===== src/multigraph_degree_table_defines.svh =====
// Assertion macros shared by the multigraph degree table modules.
`ifndef MULTIGRAPH_DEGREE_TABLE_DEFINES_SVH
`define MULTIGRAPH_DEGREE_TABLE_DEFINES_SVH
`ifndef NO_ASSERTIONS
`define MDT_ASSERT_SAME(lbl, clk, rst, ante, cons) \
   lbl: assert property (@(posedge clk) disable iff (rst) (ante) |-> (cons)) \
      else $error("mdt check failed");
`define MDT_ASSERT_NEXT(lbl, clk, rst, ante, cons) \
   lbl: assert property (@(posedge clk) disable iff (rst) (ante) |=> (cons)) \
      else $error("mdt check failed");
`else
`define MDT_ASSERT_SAME(lbl, clk, rst, ante, cons)
`define MDT_ASSERT_NEXT(lbl, clk, rst, ante, cons)
`endif
`endif


===== src/mdt_pkg.sv =====
// Types and request codes shared by the multigraph degree table modules.
package mdt_pkg;
   localparam logic [2:0] REQ_ADD_VERTEX    = 3'd0;
   localparam logic [2:0] REQ_ADD_AUTO      = 3'd1;
   localparam logic [2:0] REQ_REMOVE_VERTEX = 3'd2;
   localparam logic [2:0] REQ_ADD_EDGE      = 3'd3;
   localparam logic [2:0] REQ_REMOVE_COUNT  = 3'd4;
   localparam logic [2:0] REQ_REMOVE_ALL    = 3'd5;
   localparam logic [2:0] REQ_QUERY         = 3'd6;

   typedef struct packed {
      logic [2:0]  req_type;
      logic [7:0]  vertex_a;
      logic [7:0]  vertex_b;
      logic [15:0] copies;
   } mdt_req_type;

   typedef struct packed {
      logic        ok;
      logic [15:0] multiplicity;
      logic [31:0] degree_a;
      logic [31:0] degree_b;
      logic [8:0]  neighbours_a;
      logic [8:0]  neighbours_b;
      logic [8:0]  vertex_total;
      logic [31:0] edge_total;
      logic [15:0] distinct_total;
      logic [7:0]  new_vertex;
   } mdt_rsp_type;

   typedef struct packed {
      logic [31:0] degree;
      logic [8:0]  neighbours;
   } mdt_vtx_type;

   typedef struct packed {
      logic latch;
      logic clear;
      logic read_a;
      logic read_b;
      logic execute;
      logic write_a;
      logic write_b;
      logic walk_read;
      logic walk_check;
      logic walk_update;
      logic final_a;
      logic final_b;
      logic final_c;
   } mdt_cmd_type;

   typedef struct packed {
      logic clear_done;
      logic walk_needed;
      logic walk_hit;
      logic walk_last;
   } mdt_status_type;
endpackage


===== src/mdt_ctrl.sv =====
// Sequencer that steps each transaction through read, update, walk (vertex removal only) and readback phases.
`include "multigraph_degree_table_defines.svh"
module mdt_ctrl (
   input  logic                   clock,
   input  logic                   reset,
   input  logic                   start,
   output logic                   busy,
   input  mdt_pkg::mdt_status_type status_in,
   output mdt_pkg::mdt_cmd_type    cmd_out
);
   import mdt_pkg::*;

   typedef enum logic [12:0] {
      ST_CLEAR       = 13'b0000000000001,
      ST_IDLE        = 13'b0000000000010,
      ST_READ_A      = 13'b0000000000100,
      ST_READ_B      = 13'b0000000001000,
      ST_EXECUTE     = 13'b0000000010000,
      ST_WRITE_A     = 13'b0000000100000,
      ST_WRITE_B     = 13'b0000001000000,
      ST_WALK_READ   = 13'b0000010000000,
      ST_WALK_CHECK  = 13'b0000100000000,
      ST_WALK_UPDATE = 13'b0001000000000,
      ST_FINAL_A     = 13'b0010000000000,
      ST_FINAL_B     = 13'b0100000000000,
      ST_FINAL_C     = 13'b1000000000000
   } state_type;

   state_type state_ff, state_in;

   always_comb begin
      state_in = state_ff;
      case (state_ff)
         ST_CLEAR: if (status_in.clear_done) state_in = ST_IDLE;
         ST_IDLE: if (start) state_in = ST_READ_A;
         ST_READ_A: state_in = ST_READ_B;
         ST_READ_B: state_in = ST_EXECUTE;
         ST_EXECUTE: state_in = ST_WRITE_A;
         ST_WRITE_A: state_in = ST_WRITE_B;
         ST_WRITE_B: state_in = status_in.walk_needed ? ST_WALK_READ : ST_FINAL_A;
         ST_WALK_READ: state_in = ST_WALK_CHECK;
         ST_WALK_CHECK: begin
            if (status_in.walk_hit) state_in = ST_WALK_UPDATE;
            else if (status_in.walk_last) state_in = ST_FINAL_A;
            else state_in = ST_WALK_READ;
         end
         ST_WALK_UPDATE: state_in = status_in.walk_last ? ST_FINAL_A : ST_WALK_READ;
         ST_FINAL_A: state_in = ST_FINAL_B;
         ST_FINAL_B: state_in = ST_FINAL_C;
         ST_FINAL_C: state_in = ST_IDLE;
         default: state_in = ST_CLEAR;
      endcase
   end

   always_ff @(posedge clock) begin
      if (reset) state_ff <= ST_CLEAR;
      else state_ff <= state_in;
   end

   assign busy = (state_ff != ST_IDLE);

   always_comb begin
      cmd_out.latch       = (state_ff == ST_IDLE) && start;
      cmd_out.clear       = (state_ff == ST_CLEAR);
      cmd_out.read_a      = (state_ff == ST_READ_A);
      cmd_out.read_b      = (state_ff == ST_READ_B);
      cmd_out.execute     = (state_ff == ST_EXECUTE);
      cmd_out.write_a     = (state_ff == ST_WRITE_A);
      cmd_out.write_b     = (state_ff == ST_WRITE_B);
      cmd_out.walk_read   = (state_ff == ST_WALK_READ);
      cmd_out.walk_check  = (state_ff == ST_WALK_CHECK);
      cmd_out.walk_update = (state_ff == ST_WALK_UPDATE);
      cmd_out.final_a     = (state_ff == ST_FINAL_A);
      cmd_out.final_b     = (state_ff == ST_FINAL_B);
      cmd_out.final_c     = (state_ff == ST_FINAL_C);
   end

   `MDT_ASSERT_NEXT(a_accept_busy, clock, reset, start && !busy, busy)
   `MDT_ASSERT_SAME(a_update_on_hit, clock, reset, state_ff == ST_WALK_UPDATE,
      $past(status_in.walk_hit))
endmodule


===== config.mk =====
export PLATFORM = sky130hd
export DESIGN_NAME = mdt_ctrl
export DESIGN_NICKNAME = d
export VERILOG_FILES = /design/src/mdt_pkg.sv /design/src/mdt_ctrl.sv
export VERILOG_INCLUDE_DIRS = /design/src /design/src/src
export SDC_FILE = /design/constraint.sdc
export NUM_CORES = 1
export LEC_CHECK = 0
export ABC_CLOCK_PERIOD_IN_PS = 1750
export BUFFER_PORTS_ARGS = -buffer_cell sky130_fd_sc_hd__buf_2
export CORE_UTILIZATION = 38
export CTS_BUF_LIST = sky130_fd_sc_hd__clkbuf_4
export DETAILED_ROUTE_END_ITERATION = 7
export GPL_TIMING_DRIVEN = 0
export PLACE_DENSITY_LB_ADDON = 0.12
export SLEW_MARGIN = 20
export SYNTH_ARGS = -nofsm -noshare
export SYNTH_HDL_FRONTEND = slang
export SYNTH_SLANG_ARGS = --single-unit

===== constraint.sdc =====
create_clock -name clock -period 1.75 [get_ports clock]
set_clock_uncertainty 0.05 [all_clocks]
set_input_delay 0.2625 -clock clock [delete_from_list [all_inputs] [get_ports clock]]
set_output_delay 0.2625 -clock clock [all_outputs]
set_load 0.05 [all_outputs]

==> flow_summary.json <==
{
  "track_usage_pct": 20.5,
  "timing.final.crit_share_pct": 135,
  "die_w_um": 48.9,
  "syn_to_final_growth_pct": 74.1,
  "reg_top3": "state_ff (13)",
  "cp_max_fo": 3,
  "yosysSeqAreaShare_pct": 31.1,
  "die_h_um": 48.9,
  "num_vias": 907,
  "r2r_slack_ns": -0.19,
  "maxCapViolations": 0,
  "path_clk_slew_ns": 0.09,
  "worst_slack_ns": -0.607,
  "cp-end-kind": "output pin",
  "grt_pass1_vias": 821,
  "drc_errors": 0,
  "syn_inst": 101,
  "cts_buffers": 3,
  "async_reset_ff_share_pct": 0,
  "final_hold_viol_count": 0,
  "crit_type": "flop to output pin",
  "worstPathRequired_ns": 1.44,
  "p_leak_nw": 0.609,
  "rows": 16,
  "ys_types": 36,
  "final_cell_mix": "buf_4 (19), nor2_1 (10), buf_6 (9), buf_2 (6), buf_8 (6)",
  "cts_sinks": 13,
  "ys_ff_latch": 13,
  "hold_path_startpoint": "status_in[2]",
  "seqPwrFrac_pct": 35.8,
  "finalMaxSlewViolations": 0,
  "status": "finished, violations left",
  "power_frac_comb_pct": 39.6,
  "arrival_ns": 2.04,
  "numPortBuffers": 20,
  "grt_max_degree": 11,
  "hpwl_um": 1410,
  "ys_warn_count": 0,
  "ir_drop_mv": 0.438,
  "place.gp.congestion": 0.774,
  "cp-start-kind": "flop",
  "core_mm2": 0.00202,
  "synth_edf_count": 0,
  "io_pins": 21,
  "cts_tree": "done",
  "whs_ns": 0.171,
  "finalWirelength_um": 2370,
  "hold_depth": 3,
  "synth_nets": 108,
  "grt_pass1_wl_um": 3690,
  "vias_per_cell": 5.40,
  "setup_viol": 19,
  "start_util_pct": 41.3,
  "clkPwrFrac_pct": 24.6,
  "sw_frac_of_total_pct": 33.2,
  "clock.fmax_mhz": 424,
  "antenna_found_initial": 0,
  "htree_levels": 1,
  "dieArea_mm2": 0.00239,
  "regMostFlops": "state_ff",
  "r2r_end": "state_ff[0]",
  "reg2regPathDepth": 6,
  "detail-route-antenna-nets": 0,
  "fin_util_pct": 72.0,
  "rsz0062_at_grt": "yes",
  "r2r_start": "state_ff[0]",
  "drive_gt1_share_pct": 61.0,
  "largest_register_ffs": 13,
  "wire_per_inst_um": 14.1,
  "syn_avg_cell_area_um2": 8.28,
  "nNetsFinal": 149,
  "drt_iter0_drc": 14,
  "finalCriticalPeriod_ns": 2.36,
  "worst_pin_slew_ns": 0.689,
  "slew_headroom_pct": 54.1,
  "syn_area_um2": 836,
  "p_sw_mw": 0.290,
  "hold_path.class": "primary input to flop",
  "ys.flop_type": "dfxtp_1",
  "violations": "negative setup slack",
  "cts_root_buffer": "clkbuf_4",
  "internal-power_mw": 0.583,
  "num_antenna_cells": 0,
  "mostFrequentLayoutCell": "buf_4",
  "min_to": "state_ff[7]",
  "cts.path.max_buffers": 2,
  "grt_overflow": 0,
  "p_per_area_mw_per_mm2": 600,
  "first_pass_iters": 4,
  "clk_latency_ns": 0.29
}
==> per-stage QoR <==
stage,std cells,setup slack [ns],area [µm²],setup TNS [ns],total power [mW]
CTS,164,-0.600,1390,-6.95,0.853
finish,168,-0.607,1460,-6.76,0.873
floorplan,101,-0.541,905,-4.33,0.494
global placement,148,-0.520,1040,-3.96,0.532
detailed placement,148,-0.549,1040,-4.33,0.534
global route,168,-0.649,1460,-7.91,0.916
==> layout make-up <==
type,instances,area [µm²]
buffer,2,17.5
clock buffer,4,30.0
fill,159,567
inverter,3,11.3
multi-input combinational,79,716
sequential,13,283
tap,27,33.8
timing repair buffer,40,364
==> cells in the mapped netlist (3+ instances only) <==
cell      number  area, µm²
nand2b_1       4       25.0
nor2b_1        6       37.5
o21ai_0        4       20.0
inv_1          3       11.3
and3_1         5       31.3
xor2_1         3       26.3
nor3_1         6       30.0
and3b_1        3       26.3
dfxtp_1       13        260
nor2_1        13       48.8
nor4_1         3       18.8
clkbuf_1       5       18.8
or3_1          4       25.0
==> kinds of logic (layout without fill, tap and decap cells) <==
family,Yosys count,count (layout),share of synthesized area [%]
buffers and inverters,9,49,4.94
DFF,13,13,31.1
xor gates and xnor gates,4,4,4.19
and+or+nand+nor,60,60,47.0
AOI/OAI and AO/OA,14,14,11.5
muxes,1,1,1.20
==> worst max-delay path by stage <==
stage | startpoint | slack [ns] | end | cells after the start
3_5_place_dp | state_ff[8] | -0.55 | cmd_out[5] | 5
3_3_place_gp | state_ff[8] | -0.52 | cmd_out[5] | 5
2_1_floorplan | state_ff[1] | -0.54 | cmd_out[5] | 4
4_1_cts | state_ff[0] | -0.60 | cmd_out[5] | 4
5_1_grt | state_ff[0] | -0.65 | cmd_out[5] | 4
6_report | state_ff[0] | -0.61 | cmd_out[5] | 4
==> timing repair <==
item	CTS	global route
endpoints found under the setup margin	21	26
setup buffers	17	8
hold buffers	0	0
hold endpoints to repair	0	0
gates resized for setup	66	13
pin swaps	10	7
==> layer usage <==
| layer | vias up | wire length, µm | GRT usage, % |
|---|---|---|---|
| met5 | - | 0 | 0 |
| met4 | 0 | 40 | 8.82 |
| met3 | 5 | 64 | 2.80 |
| met2 | 21 | 1150 | 33.8 |
| met1 | 434 | 1120 | 26.6 |
| li1 | 447 | - | - |
==> critical path: stages (launching register included) <==
cell	delay [ns]
dfxtp_4	0.35
or4_4	0.55
or3_4	0.37
nor4b_4	0.29
buf_6	0.20
==> power groups by stage <==
stage	Clock, mW	Combinational [mW]	Sequential, mW
2_1_floorplan	0	0.172	0.322
3_3_place_gp	0	0.207	0.325
3_5_place_dp	0	0.209	0.325
4_1_cts	0.222	0.317	0.315
5_1_grt	0.239	0.363	0.314
6_report	0.215	0.345	0.312
Note: power is estimated with default switching activity, not from simulation.
